==> src/hdl/rfa_pkg.sv <==
`timescale 1ns / 1ps
`default_nettype none
package rfa_pkg;

  // Operation codes carried on the kind port.
  localparam logic [1:0] OP_SUM  = 2'd0;
  localparam logic [1:0] OP_DIFF = 2'd1;
  localparam logic [1:0] OP_PROD = 2'd2;
  localparam logic [1:0] OP_QUOT = 2'd3;

endpackage
`default_nettype wire

==> src/hdl/rfa_divider.sv <==
`timescale 1ns / 1ps
`default_nettype none
// Restoring divider that produces one quotient bit in each cycle.
module rfa_divider #(
  parameter int W = 15
) (
  input  wire logic         clk,
  input  wire logic         rst,
  input  wire logic         go,
  input  wire logic [W-1:0] dividend,
  input  wire logic [W-1:0] divisor,
  output logic              done,
  output logic [W-1:0]      quotient,
  output logic [W-1:0]      remainder
);

  localparam int CW = $clog2(W + 1);

  logic [W-1:0]  dvs;
  logic [W-1:0]  quo;
  logic [W-1:0]  rem;
  logic [CW-1:0] count;
  logic          running;
  logic [W:0]    trial;
  logic [W:0]    diff;

  always_comb begin
    trial = {rem, quo[W-1]};
    diff  = trial - {1'b0, dvs};
  end

  always_ff @(posedge clk) begin
    done <= 1'b0;
    if (rst) begin
      running <= 1'b0;
      count   <= '0;
    end else if (go) begin
      running <= 1'b1;
      dvs     <= divisor;
      quo     <= dividend;
      rem     <= '0;
      count   <= CW'(W);
    end else if (running) begin
      if (diff[W]) begin
        rem <= trial[W-1:0];
        quo <= {quo[W-2:0], 1'b0};
      end else begin
        rem <= diff[W-1:0];
        quo <= {quo[W-2:0], 1'b1};
      end
      count <= count - CW'(1);
      if (count == CW'(1)) begin
        running <= 1'b0;
        done    <= 1'b1;
      end
    end
  end

  assign quotient  = quo;
  assign remainder = rem;

  assert property (@(posedge clk) disable iff (rst) running |-> count != '0)
    else $error("divider running with a zero count");

  assert property (@(posedge clk) disable iff (rst) go |-> !running)
    else $error("divider started while still running");

  assert property (@(posedge clk) disable iff (rst) done |-> !running)
    else $error("divider finished while still running");

endmodule
`default_nettype wire

==> src/hdl/rational_fraction_alu_core.sv <==
`timescale 1ns / 1ps
`default_nettype none
// Channel   | Direction | Handshake          | Payload
// request   | in        | start, busy        | kind, first/second numerator and denominator
// result    | out       | done (one cycle)   | result_numerator, result_denominator,
//           |           |                    | equals_one, error_flag
//
// A request runs through a small sequencer that shares one restoring divider for every
// greatest common divisor step and every exact division, and one 16 by 16 multiplier.
// The divider always runs OPERAND_BITS steps per division, each Euclid step is one
// division, and each reduced pair adds two exact divisions; the divider sets the time.
// A request with a zero denominator or divisor goes straight to the finish state; a
// sum or difference needs one reduction and a product or quotient, four.
// Reset clears the sequencer; busy is low after reset. The receiver cannot stall: the
// result is shown for exactly one cycle with done high, and busy falls in that cycle.
module rational_fraction_alu_core #(
  parameter int OPERAND_BITS = 15
) (
  input  wire logic                     clk,
  input  wire logic                     rst,
  input  wire logic                     start,
  output logic                          busy,
  input  wire logic [1:0]               kind,
  input  wire logic [14:0]              first_numerator,
  input  wire logic [14:0]              first_denominator,
  input  wire logic [14:0]              second_numerator,
  input  wire logic [14:0]              second_denominator,
  output logic                          done,
  output logic signed [31:0]            result_numerator,
  output logic [29:0]                   result_denominator,
  output logic                          equals_one,
  output logic                          error_flag
);

  localparam int W = OPERAND_BITS;

  // Sequencer states.
  localparam logic [3:0] S_IDLE   = 4'd0;
  localparam logic [3:0] S_GCD    = 4'd1;   // Euclid step: x mod y
  localparam logic [3:0] S_DIVX   = 4'd2;   // x0 / g
  localparam logic [3:0] S_DIVY   = 4'd3;   // y0 / g
  localparam logic [3:0] S_MUL1   = 4'd4;
  localparam logic [3:0] S_MUL2   = 4'd5;
  localparam logic [3:0] S_FINISH = 4'd6;
  localparam logic [3:0] S_WAIT   = 4'd7;

  logic [3:0] state;
  logic [3:0] ret_state;   // selects the step taken once a divider result lands
  logic [1:0] op;
  logic [W-1:0] a, b, c, d;
  logic [2:0] phase;       // which pair the gcd engine works on
  logic [W-1:0] gx, gy, x0, y0, g;
  logic       div_go;
  logic [W-1:0] div_n, div_d, div_q, div_r;
  logic       div_done;
  logic [31:0] prod1, prod2;
  logic       is_req;

  rfa_divider #(.W(W)) u_div (
    .clk(clk), .rst(rst), .go(div_go), .dividend(div_n), .divisor(div_d),
    .done(div_done), .quotient(div_q), .remainder(div_r)
  );

  assign is_req = start && !busy;
  assign busy   = (state != S_IDLE);

  // Operand pair for each phase. Sum/difference: phase 0 is gcd(b,d), then l/b.
  // Product: phases 0..3 are (a,b), (c,d), (c,b), (a,d).
  function automatic logic [2*W-1:0] pair_of(input logic [2:0] ph, input logic [W-1:0] pa,
                                             input logic [W-1:0] pb, input logic [W-1:0] pc,
                                             input logic [W-1:0] pd);
    logic [2*W-1:0] r;
    unique case (ph)
      3'd0:    r = {pa, pb};
      3'd1:    r = {pc, pd};
      3'd2:    r = {pc, pb};
      default: r = {pa, pd};
    endcase
    return r;
  endfunction

  logic [2*W-1:0] nxt_pair;
  logic [2:0]     nxt_phase;
  always_comb nxt_phase = phase + 3'd1;
  // The third pair needs the c that is being written back in the same cycle.
  always_comb nxt_pair  = pair_of(nxt_phase, a, b, (phase == 3'd1) ? x0 : c, d);

  logic [W-1:0] lcm_b;   // b / g for sum/difference
  logic [15:0]  mul_a, mul_b;
  logic [31:0]  mul_p;
  always_comb mul_p = {16'd0, mul_a} * {16'd0, mul_b};

  always_ff @(posedge clk) begin
    div_go <= 1'b0;
    done   <= 1'b0;
    if (rst) begin
      state <= S_IDLE;
    end else begin
      unique case (state)
        S_IDLE: begin
          if (is_req) begin
            op <= kind;
            a  <= first_numerator[W-1:0];
            b  <= first_denominator[W-1:0];
            if (kind == rfa_pkg::OP_QUOT) begin
              c <= second_denominator[W-1:0];
              d <= second_numerator[W-1:0];
            end else begin
              c <= second_numerator[W-1:0];
              d <= second_denominator[W-1:0];
            end
            phase <= 3'd0;
            if (first_denominator[W-1:0] == '0 || second_denominator[W-1:0] == '0 ||
                (kind == rfa_pkg::OP_QUOT && second_numerator[W-1:0] == '0)) begin
              result_numerator   <= '0;
              result_denominator <= '0;
              equals_one         <= 1'b0;
              error_flag         <= 1'b1;
              state              <= S_FINISH;
            end else if (kind == rfa_pkg::OP_SUM || kind == rfa_pkg::OP_DIFF) begin
              gx <= first_denominator[W-1:0];
              gy <= second_denominator[W-1:0];
              x0 <= first_denominator[W-1:0];
              y0 <= second_denominator[W-1:0];
              state <= S_GCD;
              error_flag <= 1'b0;
            end else begin
              gx <= first_numerator[W-1:0];
              gy <= first_denominator[W-1:0];
              x0 <= first_numerator[W-1:0];
              y0 <= first_denominator[W-1:0];
              state <= S_GCD;
              error_flag <= 1'b0;
            end
          end
        end
        S_GCD: begin
          // Skip a product reduction when either value is zero.
          if (op[1] && (x0 == '0 || y0 == '0)) begin
            state <= S_MUL1;
          end else if (gy == '0) begin
            g      <= gx;
            div_n  <= x0;
            div_d  <= gx;
            div_go <= 1'b1;
            ret_state <= S_DIVX;
            state  <= S_WAIT;
          end else begin
            div_n  <= gx;
            div_d  <= gy;
            div_go <= 1'b1;
            ret_state <= S_GCD;
            state  <= S_WAIT;
          end
        end
        S_WAIT: begin
          if (div_done) begin
            unique case (ret_state)
              S_GCD: begin
                gx    <= gy;
                gy    <= div_r;
                state <= S_GCD;
              end
              S_DIVX: begin
                if (!op[1]) begin
                  lcm_b <= div_q;
                  // l/d = b/g is kept in lcm_b; next comes l/b = d/g.
                  div_n  <= y0;
                  div_d  <= g;
                  div_go <= 1'b1;
                  ret_state <= S_DIVY;
                end else begin
                  x0     <= div_q;
                  div_n  <= y0;
                  div_d  <= g;
                  div_go <= 1'b1;
                  ret_state <= S_DIVY;
                end
              end
              default: begin
                y0    <= div_q;
                state <= S_MUL1;
              end
            endcase
          end
        end
        S_MUL1: begin
          if (!op[1]) begin
            // y0 = d/g = l/b; x0 = b. prod1 = a*(l/b), later prod2 = c*(b/g).
            mul_a <= {{(16-W){1'b0}}, a};
            mul_b <= {{(16-W){1'b0}}, y0};
            state <= S_MUL2;
          end else begin
            // Write the reduced pair back, then move to the next pair.
            unique case (phase)
              3'd0:    begin a <= x0; b <= y0; end
              3'd1:    begin c <= x0; d <= y0; end
              3'd2:    begin c <= x0; b <= y0; end
              default: begin a <= x0; d <= y0; end
            endcase
            if (phase == 3'd3) begin
              state <= S_MUL2;
            end else begin
              phase <= nxt_phase;
              gx <= nxt_pair[2*W-1:W];
              gy <= nxt_pair[W-1:0];
              x0 <= nxt_pair[2*W-1:W];
              y0 <= nxt_pair[W-1:0];
              state <= S_GCD;
            end
          end
        end
        S_MUL2: begin
          // Multiplier passes, registered in between: three for sum/difference, two for product.
          if (phase != 3'd7 && !op[1]) begin
            prod1 <= mul_p;
            mul_a <= {{(16-W){1'b0}}, c};
            mul_b <= {{(16-W){1'b0}}, lcm_b};
            phase <= 3'd7;
          end else if (phase != 3'd7) begin
            mul_a <= {{(16-W){1'b0}}, a};
            mul_b <= {{(16-W){1'b0}}, c};
            phase <= 3'd7;
            prod1 <= '0;
            ret_state <= S_IDLE;
          end else if (op[1] && ret_state == S_IDLE) begin
            prod1 <= mul_p;
            mul_a <= {{(16-W){1'b0}}, b};
            mul_b <= {{(16-W){1'b0}}, d};
            ret_state <= S_MUL1;
          end else begin
            prod2 <= mul_p;
            if (!op[1]) begin
              // Denominator l = (b/g)*d.
              mul_a <= {{(16-W){1'b0}}, lcm_b};
              mul_b <= {{(16-W){1'b0}}, d};
            end
            state <= S_FINISH;
            phase <= 3'd6;
          end
        end
        S_FINISH: begin
          if (phase == 3'd6) begin
            if (!op[1]) begin
              result_numerator   <= (op == rfa_pkg::OP_SUM) ? prod1 + prod2 : prod1 - prod2;
              result_denominator <= mul_p[29:0];
              equals_one <= (((op == rfa_pkg::OP_SUM) ? prod1 + prod2 : prod1 - prod2)
                             == mul_p);
            end else begin
              result_numerator   <= prod1;
              result_denominator <= prod2[29:0];
              equals_one <= (prod1 == prod2);
            end
            phase <= 3'd5;
          end else begin
            done  <= 1'b1;
            state <= S_IDLE;
          end
        end
        default: state <= S_IDLE;
      endcase
    end
  end

  // For product, prod2 is written at the last multiply as b*d.
  property p_done_idle;
    @(posedge clk) disable iff (rst) done |-> state == S_IDLE;
  endproperty
  assert property (p_done_idle) else $error("done while sequencer busy");

  assert property (@(posedge clk) disable iff (rst) is_req |=> busy)
    else $error("request accepted but not busy");

  assert property (@(posedge clk) disable iff (rst) done && error_flag |-> !equals_one)
    else $error("equals_one set on an error result");

  assert property (@(posedge clk) disable iff (rst) div_go |-> state == S_WAIT)
    else $error("divider started outside a wait");

endmodule
`default_nettype wire

==> config.mk <==
export PLATFORM = sky130hd
export DESIGN_NAME = rational_fraction_alu_core
export DESIGN_NICKNAME = d
export VERILOG_FILES = /design/src/hdl/rfa_pkg.sv /design/src/hdl/rfa_divider.sv /design/src/hdl/rational_fraction_alu_core.sv
export SDC_FILE = /design/constraint.sdc
export NUM_CORES = 1
export LEC_CHECK = 0
export ABC_AREA = 1
export BUFFER_PORTS_ARGS = -buffer_cell sky130_fd_sc_hd__buf_2
export CAP_MARGIN = 5
export CORE_ASPECT_RATIO = 1.25
export CORE_MARGIN = 3
export CORE_UTILIZATION = 40
export DETAILED_ROUTE_END_ITERATION = 8
export GPL_TIMING_DRIVEN = 0
export PLACE_DENSITY_LB_ADDON = 0.1
export SYNTH_ARGS = -nofsm -noshare
export SYNTH_HDL_FRONTEND = slang
export SYNTH_SLANG_ARGS = --single-unit
==> constraint.sdc <==
create_clock -name clk -period 9.4 [get_ports clk]
set_clock_uncertainty 0.1 [all_clocks]
set_input_delay 2.35 -clock clk [delete_from_list [all_inputs] [get_ports clk]]
set_output_delay 2.35 -clock clk [all_outputs]
set_load 0.01 [all_outputs]
==> results of run 1 <==
[final cells by class]
cell class | instances | area [µm²]
Sequential cell | 402 | 11960
Multi-Input combinational cell | 2864 | 17450
Buffer | 158 | 646.9
Clock buffer | 54 | 1202
Clock inverter | 28 | 317.8
Inverter | 851 | 3194
Fill cell | 8498 | 44820
Timing Repair Buffer | 148 | 893.4
Antenna cell | 1 | 2.502
Tap cell | 1071 | 1340
[power by group]
part / total, mW / switching, mW / internal [mW]
combinational: 10.7 / 7.70 / 3.00
sequential: 3.03 / 0.235 / 2.80
clock: 1.87 / 0.811 / 1.06
[cells by family after synthesis]
logic type,share of synthesized area [%]
AND/OR/NAND/NOR,21.99
buffers and inverters,11.58
AO/OA/AOI/OAI,11.52
flip-flops,36.06
adder cells (fa/ha/maj),18.02
XOR/XNOR,0.8073
multiplexers,0.03018
[through the flow]
stage	area (µm²)	hold WS [ps]	total power, mW	std cells	utilization, %
CTS	36980	318.9	15.53	5575	45.19
finish	37010	317.7	15.60	5577	45.22
global placement	35150	301.8	13.55	5475	42.96
global route	37010	323.1	16.78	5576	45.22
detailed placement	35460	305.6	13.61	5493	43.33
floorplan	33170	300.3	9.681	4275	-
[critical path, stage by stage (launching register included)]
cell and delay, ps:
sky130_fd_sc_hd__edfxtp_1 600, sky130_fd_sc_hd__clkbuf_1 640, sky130_fd_sc_hd__nand2_1 180, sky130_fd_sc_hd__fa_1 540
sky130_fd_sc_hd__fa_1 550, sky130_fd_sc_hd__inv_1 50, sky130_fd_sc_hd__fa_1 480, sky130_fd_sc_hd__fa_1 530
sky130_fd_sc_hd__fa_1 500, sky130_fd_sc_hd__inv_1 50, sky130_fd_sc_hd__fa_1 470, sky130_fd_sc_hd__inv_1 40
sky130_fd_sc_hd__ha_1 350, sky130_fd_sc_hd__a21oi_1 190, sky130_fd_sc_hd__o21ai_0 130, sky130_fd_sc_hd__a21oi_1 220
sky130_fd_sc_hd__nand2_2 110, sky130_fd_sc_hd__nand2_1 60, sky130_fd_sc_hd__nand2_1 310, sky130_fd_sc_hd__nand3_1 330
sky130_fd_sc_hd__nand2_1 70, sky130_fd_sc_hd__inv_1 50, sky130_fd_sc_hd__nand3_1 300, sky130_fd_sc_hd__nor2_1 180
sky130_fd_sc_hd__nand2_1 100, sky130_fd_sc_hd__nor2_1 250, sky130_fd_sc_hd__nand2_1 140, sky130_fd_sc_hd__a21oi_2 200
[flip-flops by register name, indices dropped and copies added, names as in the netlist, 15 cells and up]
name                cells
gy                     15
u_div.remainder        15
div_d                  15
lcm_b                  15
prod2                  32
mul_b                  15
g                      15
a                      15
x0                     15
y0                     15
div_n                  15
c                      15
b                      15
u_div.dvs              15
gx                     15
result_numerator       32
result_denominator     30
prod1                  32
d                      15
mul_a                  15
u_div.quotient         15
[cell usage in the layout, fill, tap and decap left out, drive strengths merged, types with 25 or more instances in the layout]
cell	instances
nand2	1155
inv	851
edfxtp	391
o21ai	328
nor2	315
a21oi	224
ha	204
nand3	187
buf	183
clkbuf	177
fa	171
nand4	57
a31oi	36
nor3	25
[worst paths after layout]
path,endpoint,slack (ps),cells after the start,startpoint
worst max-delay path,equals_one,1480,27,mul_a[14]
worst min register to register,u_div.dvs[7],320,0,div_d[7]
worst max register to register,equals_one,1480,27,mul_a[14]
worst min-delay path,u_div.dvs[7],320,0,div_d[7]
[routing by layer]
layer	share of wire, %	wire, µm	up-vias	global-route usage (%)
met2	51	67090	1063	55.06
met1	37	49060	14290	33.92
li1	-	-	14130	-
met3	4.8	6385	321	3.049
met5	0	0	-	0
met4	7.4	9847	0	18.76
==> results.md, run 1 <==
### Run status
• **status** finished, final reports clean

### Placement
• **port buffer count** 129
• **Final HPWL DP** 109600 µm
• **RD Place Congestion** 1.045
• **Setup Slack @ Placement** 1576 ps

### Floorplan
• **Core Rows** 117
• **Core Region** 81830 µm²
• **starting density of the core** 40.53%
• **Boundary Pins** 131
• **die outline width** 263.6 µm
• **die extent in y** 327.9 µm
• **total die area** 86430 µm²

### Layout
• **number of nets in the layout** 4911
• **Syn-to-layout area delta** 11.58%
• **share of final-layout standard cells stronger than drive strength 1** 7.148%

### Clock tree
• **clock slew at the register clock pins of the worst setup and hold paths** 60 ps
• **post-CTS setup-driven buffer insertion count** 0
• **total number of H-tree levels** 2
• **TritonCTS clock tree** built
• **Resized Gates After CTS** 0
• **buffer type at the clock tree root** sky130_fd_sc_hd__clkbuf_16
• **total CTS buffers** 46
• **hold buffer count at cts** 0
• **Bufs on Longest Clock Path** 3
• **worst skew pair latency** 630 ps
• **Sinks on Clock Net** 402

### Timing
• **Max Slew Vio Count** 0
• **Max Clock Freq** 126.2 MHz
• **summed negative setup slack over all endpoints** 0 ps
• **Min Clock Period, post-route** 7924 ps
• **worst relative slew slack** 16.63%
• **Final setup violation count** 0
• **pin slew with the least headroom to its limit** 1251 ps
• **setup repair after global routing missed its margin** false
• **Fin. Hold Viols** 0
• **share of the clock period used by the worst path** 84.30%
• **final setup margin** 1476 ps

### Logic synthesis
• **most frequent cell after synthesis** sky130_fd_sc_hd__nand2_1
• **EDFF count, synth** 391
• **syn_area_per_cell** 7.759 µm²
• **Cell variety after synth** 55
• **post-synthesis instance area** 33170 µm²
• **portion of synthesized cell area occupied by the leading cell type** 35.40%
• **ranking of synthesized cells by instance count** sky130_fd_sc_hd__nand2_1 (1137), sky130_fd_sc_hd__inv_1 (834), sky130_fd_sc_hd__edfxtp_1 (391)
• **Mapped Nets** 4715
• **dominant synthesized flop cell** sky130_fd_sc_hd__edfxtp_1
• **number of warning messages in the yosys log** 0
• **Post-synth ARST share** 0%
• **register bit count reported by yosys** 402
• **leading cell types by total area after synthesis** sky130_fd_sc_hd__edfxtp_1 (35%), sky130_fd_sc_hd__nand2_1 (13%), sky130_fd_sc_hd__fa_1 (10%), sky130_fd_sc_hd__inv_1 (9.4%), sky130_fd_sc_hd__ha_1 (7.7%)
• **share of the yosys chip area belonging to registers** 36.06%
• **area leader, netlist** sky130_fd_sc_hd__edfxtp_1
• **Mapped Cells** 4275

### Worst setup path
• **critical path capture point type** flip-flop
• **critical path type** reg -> reg
• **WP data arrival** 8250 ps
• **launching element type of the critical path** flip-flop
• **Critical Path Fanout Max** 10
• **data required time at the worst endpoint** 9720 ps

### Detailed routing
• **total detailed-routing wirelength** 132400 µm
• **via density per instance** 5.344
• **number of routed nets with antenna violations** 0
• **detailed-router iteration count before antenna repair** 8
• **number of DRC markers after the initial detailed-route iteration** 2485
• **DR WL/cell** 23.74 µm
• **Via Count** 29800
• **drt drc** 0

### Global routing
• **number of antenna violations at the first check in global routing** 1
• **global routing usage summed across all routing layers** 30.25%
• **overall overflow remaining after global route** 0
• **largest net degree at the start of global routing** 43
• **global-route wire length before repair** 193000 µm
• **vias in the first global route** 30070

### Power and ir drop
• **Max IR drop VDD** 0.6067 mV
• **total power per unit cell area** 421.6 nW/µm²
• **Lkg Pwr** 18.15 nW

### Run
• **number of max-cap violations** 0

### Worst hold path
• **type of the worst min-delay path** reg -> reg

(Power assumes the default switching activity.)
==> run 2, diff against run 1 <==
Clock period 9.4 ns to 7.6 ns, I/O delays scaled along.
==> run 2 against run 1 <==
  * Total power up 24%
  * Non-clock buffer count up 5
  * Critical path type unchanged
  * Core utilization up 0.29 points
  * Combinational power grew 23%
  * Wire length down 0.76%
  * Critical path depth did not move
  * Sequential power is 24% higher
  * Hold slack lost 7.9 ps
  * Final cell count grew 0.14%
  * Register-to-register slack got worse by 1200 ps
  * Global-route usage shrank 0.22 points
  * Highest routed layer unchanged
  * Design area is 0.64% higher
==> results.md, run 2 (synthesized netlist as in run 1, its figures left out) <==
### Global routing
• **global routing usage summed across all routing layers** 30.04%, -0.22 points
• **largest net degree at the start of global routing** 42, -2.3%
• **global-route wire length before repair** 192700 µm, -0.16%
• **overall overflow remaining after global route** 0, unchanged
• **number of antenna violations at the first check in global routing** 2, +1
• **vias in the first global route** 30140, +0.23%

### Detailed routing
• **via density per instance** 5.342, about the same
• **number of DRC markers after the initial detailed-route iteration** 2704, +8.8%
• **Via Count** 29840, +0.11%
• **drt drc** 0, unchanged
• **number of routed nets with antenna violations** 0, unchanged
• **detailed-router iteration count before antenna repair** 9, +1
• **total detailed-routing wirelength** 131400 µm, -0.76%
• **DR WL/cell** 23.52 µm, -0.90%

### Layout
• **most common cell after layout, fill and taps aside** sky130_fd_sc_hd__nand2_1
• **share of final-layout standard cells stronger than drive strength 1** 8.197%, +1.0 points
• **Syn-to-layout area delta** 12.29%
• **number of antenna diodes** 0, -1
• **number of nets in the layout** 4916, +0.10%
• **top library cells by usage in the layout, fill and taps aside** sky130_fd_sc_hd__nand2_1 (1135), sky130_fd_sc_hd__inv_1 (832), sky130_fd_sc_hd__edfxtp_1 (391)
• **top flop regs** prod1: 32 flops, prod2: 32 flops, result_numerator: 32 flops
• **Post-Layout Cell Count** 5585, +0.14%

### Placement
• **cell count after placement** 5494, +0.018%
• **RD Place Congestion** 0.9686, -7.3%
• **port buffer count** 129, unchanged
• **Final HPWL DP** 108400 µm, -1.1%

### Timing
• **Max Clock Freq** 137.1 MHz, +8.7%
• **pin slew with the least headroom to its limit** 1244 ps, -6.257 ps
• **setup repair after global routing missed its margin** false
• **Max Slew Vio Count** 0, unchanged
• **worst relative slew slack** 17.05%, +0.42 points
• **Hold WS** 309.9 ps, -7.864 ps
• **Min Clock Period, post-route** 7293 ps, -631.1 ps
• **share of the clock period used by the worst path** 95.96%, +12 points
• **summed negative setup slack over all endpoints** 0 ps, unchanged
• **Final setup violation count** 0, unchanged
• **Fin. Hold Viols** 0, unchanged

### Clock tree
• **total number of H-tree levels** 2, unchanged
• **Sinks on Clock Net** 402, unchanged
• **TritonCTS clock tree** built
• **buffer type at the clock tree root** sky130_fd_sc_hd__clkbuf_16
• **worst skew pair latency** 650 ps, +20 ps
• **Bufs on Longest Clock Path** 3, unchanged
• **clock slew at the register clock pins of the worst setup and hold paths** 70 ps, about the same
• **total CTS buffers** 46, unchanged
• **hold buffer count at cts** 0, unchanged

### Worst setup path
• **cell repeated most along the worst path** sky130_fd_sc_hd__nand2_1
• **longest individual stage delay on the worst path** 590 ps, -50 ps
• **Slowest-stage cell, CP** sky130_fd_sc_hd__clkbuf_1
• **data required time at the worst endpoint** 7940 ps, -1780 ps
• **worst-case register-to-register setup slack** 310 ps, -1170 ps
• **Crit path buffers/inverters** 5, unchanged
• **worst flop-to-flop path endpoint** equals_one
• **critical path type** reg -> reg
• **category of cells accounting for the largest share of critical-path delay** adder cells
• **worst r2r src** mul_a[1]
• **WP data arrival** 7630 ps, -620 ps
• **length in cells of the worst reg-to-reg path** 27, unchanged
• **critical path capture point type** flip-flop
• **Critical Path Fanout Max** 10, unchanged
• **launching element type of the critical path** flip-flop

### Run
• **number of max-cap violations** 0, unchanged

### Floorplan
• **die outline width** 263.6 µm, unchanged
• **Core Rows** 117, unchanged
• **Core Region** 81830 µm², unchanged
• **Boundary Pins** 131, unchanged
• **total die area** 86430 µm², unchanged
• **starting density of the core** 40.53%, unchanged
• **die extent in y** 327.9 µm, unchanged

### Power and ir drop
• **power dissipated by switching net loads** 10.77 mW, +23%
• **total power per unit cell area** 521.0 nW/µm², +24%
• **combinational share of power** 68.1%, -0.5 points
• **Max IR drop VDD** 0.7440 mV, +23%
• **power share of the clock group** 12.6%, +0.6 points
• **Pint** 8.634 mW, +26%
• **Lkg Pwr** 18.30 nW, +0.82%
• **sw frac** 55.50%, -0.54 points
• **share of power burned in registers** 19.3%, about the same

### Run status
• **status** finished, final reports clean

### Worst hold path
• **Worst Min Path Start** div_d[2]
• **type of the worst min-delay path** reg -> reg
• **cell depth of the worst min-delay path** 0, unchanged
• **endpoint of the worst hold-timing path** u_div.dvs[2]

[run 2: layout make-up]
cell class              count  area, µm²
plain buffers             149      633.1
clock buffers              54       1202
clock inverters            32      412.9
fillers                  8356      44590
inverters                 851       3194
multi-input cells        2864      17480
flip-flops and latches    402      11960
well taps                1071       1340
repair buffers            162       1021
[run 2: repair_timing]
action	CTS	global route
setup endpoints to repair	1	1
resized for setup	10	20
setup buffers	0	13
pin swaps	0	0
[run 2: stage by stage]
step | util (%) | area, µm² | setup slack (ps) | power (mW)
2_1_floorplan | - | 33170 | 1212 | 11.97
4_1_cts | 45.32 | 37080 | 1.374 | 19.11
5_1_grt | 45.51 | 37240 | 55.12 | 21.00
6_report | 45.51 | 37240 | 306.8 | 19.40
3_5_place_dp | 43.36 | 35480 | -246.3 | 16.60
3_3_place_gp | 42.96 | 35160 | -1552 | 16.54
[run 2: worst max-delay path by stage]
stage                         start          to  depth (start not counted)
final                      mul_a[1]  equals_one                         27
after global routing       mul_b[7]  equals_one                         30
after CTS                  mul_b[2]  equals_one                         27
after detailed placement  mul_a[14]  equals_one                         27
after global placement      kind[1]      gy[11]                          6
after floorplan                 rst       gx[0]                          6
[run 2: per-layer routing]
| layer | track usage [%] | routed length (µm) |
|---|---|---|
| met5 | 0 | 0 |
| met4 | 18.85 | 9651 |
| met3 | 3.311 | 6710 |
| met2 | 54.07 | 66030 |
| met1 | 33.91 | 48980 |
[run 2: power groups by stage]
| stage | Combinational [mW] | Clock (mW) | Sequential (mW) |
|---|---|---|---|
| 2_1_floorplan | 8.29 | 0 | 3.68 |
| 3_3_place_gp | 12.7 | 0 | 3.82 |
| 6_report | 13.2 | 2.45 | 3.75 |
| 4_1_cts | 12.9 | 2.48 | 3.75 |
| 3_5_place_dp | 12.8 | 0 | 3.79 |
| 5_1_grt | 14.7 | 2.57 | 3.78 |
[run 2: worst reg2reg max path: cells and delay by family, from the launching register on]
family	cells	cell delay [ps]
compound gates	1	210
buf+inv	5	850
flops	1	560
simple gates	13	1940
fa+ha+maj	7	2950
xor+xnor	1	530
==> run 3, diff against run 2 <==
Settings changed: CORE_MARGIN 3 to 2.
==> run 3 against run 2 <==
  * Largest power group unchanged
  * Final cell count is 0.29% higher
  * Sequential power hardly changed
  * Hold slack better by 9.4 ps
  * First-iteration DRC count is 0.22% lower
  * Non-clock buffer count is 4 higher
  * Die area shrank 1.4%
  * Flip-flop and latch count unchanged
  * Clock power is 5% lower
  * Critical path depth unchanged
  * Largest cell class unchanged
  * Wire length up 0.33%
  * Worst setup slack lost 62 ps
==> results.md, run 3 (synthesized netlist as in run 1, its figures left out) <==
### Timing
• **Min Clock Period, post-route** 7355 ps, +62.29 ps
• **pin slew with the least headroom to its limit** 1148 ps, -96.10 ps
• **share of the clock period used by the worst path** 96.78%, +0.82 points
• **Max Slew Vio Count** 0, unchanged
• **Max Clock Freq** 136.0 MHz, -0.85%
• **worst relative slew slack** 23.46%, +6.4 points
• **Fin. Hold Viols** 0, unchanged
• **summed negative setup slack over all endpoints** 0 ps, unchanged
• **Final setup violation count** 0, unchanged

### Global routing
• **vias in the first global route** 29800, -1.1%
• **met1 Usage GRT** 35.34%, +1.4 points
• **global routing usage summed across all routing layers** 30.97%, +0.94 points
• **met2 routing resource usage after global routing** 54.99%, +0.93 points
• **met3 routing resource usage after global routing** 3.143%, -0.17 points
• **overall overflow remaining after global route** 0, unchanged
• **global-route wire length before repair** 192400 µm, -0.17%
• **GRT Max-Usage Layer** met2
• **largest net degree at the start of global routing** 43, +2.4%
• **number of antenna violations at the first check in global routing** 2, unchanged

### Layout
• **share of final-layout standard cells stronger than drive strength 1** 7.946%, -0.25 points
• **Finished Core Util** 45.09%, -0.43 points
• **most common cell after layout, fill and taps aside** sky130_fd_sc_hd__nand2_1
• **top library cells by usage in the layout, fill and taps aside** sky130_fd_sc_hd__nand2_1 (1137), sky130_fd_sc_hd__inv_1 (833), sky130_fd_sc_hd__edfxtp_1 (391)
• **Post-Layout Cell Count** 5601, +0.29%
• **top flop regs** prod1: 32 flops, prod2: 32 flops, result_numerator: 32 flops
• **Syn-to-layout area delta** 12.19%, about the same
• **number of filler instances in the final layout** 8493, +1.6%
• **number of nets in the layout** 4921, +0.10%
• **post-route cell area** 37210 µm², about the same

### Worst hold path
• **cell depth of the worst min-delay path** 0, unchanged
• **type of the worst min-delay path** reg -> reg
• **endpoint of the worst hold-timing path** u_div.dvs[3]
• **Worst Min Path Start** div_d[3]

### Worst setup path
• **length in cells of the worst reg-to-reg path** 27, unchanged
• **Critical Path Fanout Max** 10, unchanged
• **cell repeated most along the worst path** sky130_fd_sc_hd__nand2_1
• **category of cells accounting for the largest share of critical-path delay** adder cells
• **launching element type of the critical path** flip-flop
• **worst r2r src** mul_a[1]
• **Slowest-stage cell, CP** sky130_fd_sc_hd__xor2_2
• **worst-case register-to-register setup slack** 240 ps, -60 ps
• **worst flop-to-flop path endpoint** equals_one
• **WP data arrival** 7700 ps, +70 ps
• **data required time at the worst endpoint** 7950 ps, about the same
• **critical path capture point type** flip-flop
• **critical path type** reg -> reg
• **Crit path buffers/inverters** 5, unchanged
• **longest individual stage delay on the worst path** 580 ps, about the same

### Floorplan
• **starting density of the core** 40.19%, -0.34 points
• **die outline width** 261.6 µm, -0.76%
• **Core Rows** 118, +0.85%
• **Boundary Pins** 131, unchanged
• **Core Region** 82530 µm², +0.85%
• **die extent in y** 325.9 µm, -0.61%
• **total die area** 85250 µm², -1.4%

### Detailed routing
• **DR WL/cell** 23.53 µm, about the same
• **number of DRC markers after the initial detailed-route iteration** 2698, -0.22%
• **number of routed nets with antenna violations** 0, unchanged
• **drt drc** 0, unchanged
• **via density per instance** 5.355, +0.24%
• **detailed-router iteration count before antenna repair** 8, -1
• **total detailed-routing wirelength** 131800 µm, +0.33%
• **Via Count** 29990, +0.52%

### Run status
• **status** finished, final reports clean

### Clock tree
• **TritonCTS clock tree** built
• **Sinks on Clock Net** 402, unchanged
• **buffer type at the clock tree root** sky130_fd_sc_hd__clkbuf_16
• **Bufs on Longest Clock Path** 3, unchanged
• **worst skew pair latency** 640 ps, about the same
• **total CTS buffers** 47, +2.2%
• **clock slew at the register clock pins of the worst setup and hold paths** 60 ps, about the same
• **total number of H-tree levels** 2, unchanged

### Power and ir drop
• **total power per unit cell area** 518.5 nW/µm², -0.48%
• **combinational share of power** 68.5%, +0.4 points
• **power dissipated by switching net loads** 10.75 mW, -0.18%
• **Lkg Pwr** 18.30 nW, about the same
• **sw frac** 55.72%, +0.21 points
• **Max IR drop VDD** 0.6380 mV, -14%
• **total power of the final layout** 19.29 mW, -0.56%
• **share of power burned in registers** 19.4%, about the same
• **Pint** 8.544 mW, -1.0%
• **power share of the clock group** 12.1%, -0.5 points

### Placement
• **port buffer count** 129, unchanged
• **Final HPWL DP** 109000 µm, +0.64%
• **placement-stage cell area** 35530 µm², +0.14%
• **cell count after placement** 5504, +0.18%
• **RD Place Congestion** 1.018, +5.1%

### Run
• **number of max-cap violations** 0, unchanged

run 3: cell count changes in the layout (fill, tap and decap cells not counted), moves of 3 or more:
| cell | change |
|---|---|
| sky130_fd_sc_hd__clkinvlp_4 | -7 |
| sky130_fd_sc_hd__clkbuf_1 | +6 |
| sky130_fd_sc_hd__clkbuf_4 | +5 |
| sky130_fd_sc_hd__clkinv_1 | +5 |
| sky130_fd_sc_hd__bufinv_16 | -3 |
| sky130_fd_sc_hd__clkinv_2 | -3 |
| sky130_fd_sc_hd__diode_2 | +3 |
run 3: final cells by class:
class	count	area (µm²)	share of cell area, %
buffer	153	666.9	1.792
clock inverter	23	259.0	0.6960
sequential	402	11960	32.14
clock buffer	63	1267	3.406
inverter	851	3194	8.584
tap	1080	1351	3.631
antenna	3	7.507	0.02017
timing repair buffer	162	1037	2.787
multi-input combinational	2864	17470	46.94
run 3: worst register-to-register path: stages, from the launching register on:
cell                       delay, ps
sky130_fd_sc_hd__edfxtp_1        510
sky130_fd_sc_hd__clkbuf_1        540
sky130_fd_sc_hd__nand2_1         160
sky130_fd_sc_hd__fa_1            420
sky130_fd_sc_hd__inv_1            90
sky130_fd_sc_hd__fa_1            420
sky130_fd_sc_hd__ha_1            200
sky130_fd_sc_hd__fa_1            470
sky130_fd_sc_hd__inv_1            50
sky130_fd_sc_hd__fa_1            520
sky130_fd_sc_hd__inv_1            50
sky130_fd_sc_hd__fa_1            430
sky130_fd_sc_hd__ha_1            480
sky130_fd_sc_hd__nand2_1         180
sky130_fd_sc_hd__nor2_2          180
sky130_fd_sc_hd__nand2_1          90
sky130_fd_sc_hd__nand2_2         140
sky130_fd_sc_hd__xor2_2          580
sky130_fd_sc_hd__nand3_1         150
sky130_fd_sc_hd__nand2_1         180
sky130_fd_sc_hd__nand2_1          70
sky130_fd_sc_hd__inv_1            60
sky130_fd_sc_hd__nand3_1         260
sky130_fd_sc_hd__nor2_1          180
sky130_fd_sc_hd__nand2_1          80
sky130_fd_sc_hd__nor2_1          310
sky130_fd_sc_hd__nand2_1         110
sky130_fd_sc_hd__a21oi_2         190
run 3: worst max-delay path by stage:
stage                          from    endpoint  slack [ps]  cells past startpoint
after global placement      kind[1]      gx[12]       -1490                      6
final                      mul_a[1]  equals_one         240                     27
after CTS                 mul_a[12]  equals_one           7                     27
after global routing       mul_b[9]  equals_one          -2                     30
after floorplan                 rst       gx[0]        1210                      6
after detailed placement   mul_b[8]  equals_one         -90                     25
run 3: layer usage:
metal / wire [µm] / vias up
li1: - / 14160
met1: 48880 / 14360
met2: 66410 / 1131
met3: 6614 / 339
met4: 9897 / 0
met5: 0 / -
run 3: repair_timing:
action / 4_1_cts / 5_1_grt
hold endpoints to repair: 0 / 0
hold buffers: 0 / 0
resized for setup: 2 / 52
setup endpoints to repair: 1 / 1
buffers inserted: 0 / 13
run 3: per-stage QoR:
step | hold slack [ps] | worst slack, ps
finish | 319.2 | 244.5
global route | 327.8 | -1.566
CTS | 321.3 | 7.362
detailed placement | 307.0 | -92.76
global placement | 302.6 | -1487
floorplan | 300.3 | 1212
run 3: power by group through the flow:
stage                     combinational, mW  clock [mW]  sequential, mW
after floorplan                        8.29           0            3.68
after global routing                   14.6        2.43            3.78
after detailed placement               12.9           0            3.79
after CTS                              13.0        2.35            3.75
after global placement                 12.8           0            3.82
final                                  13.2        2.33            3.75
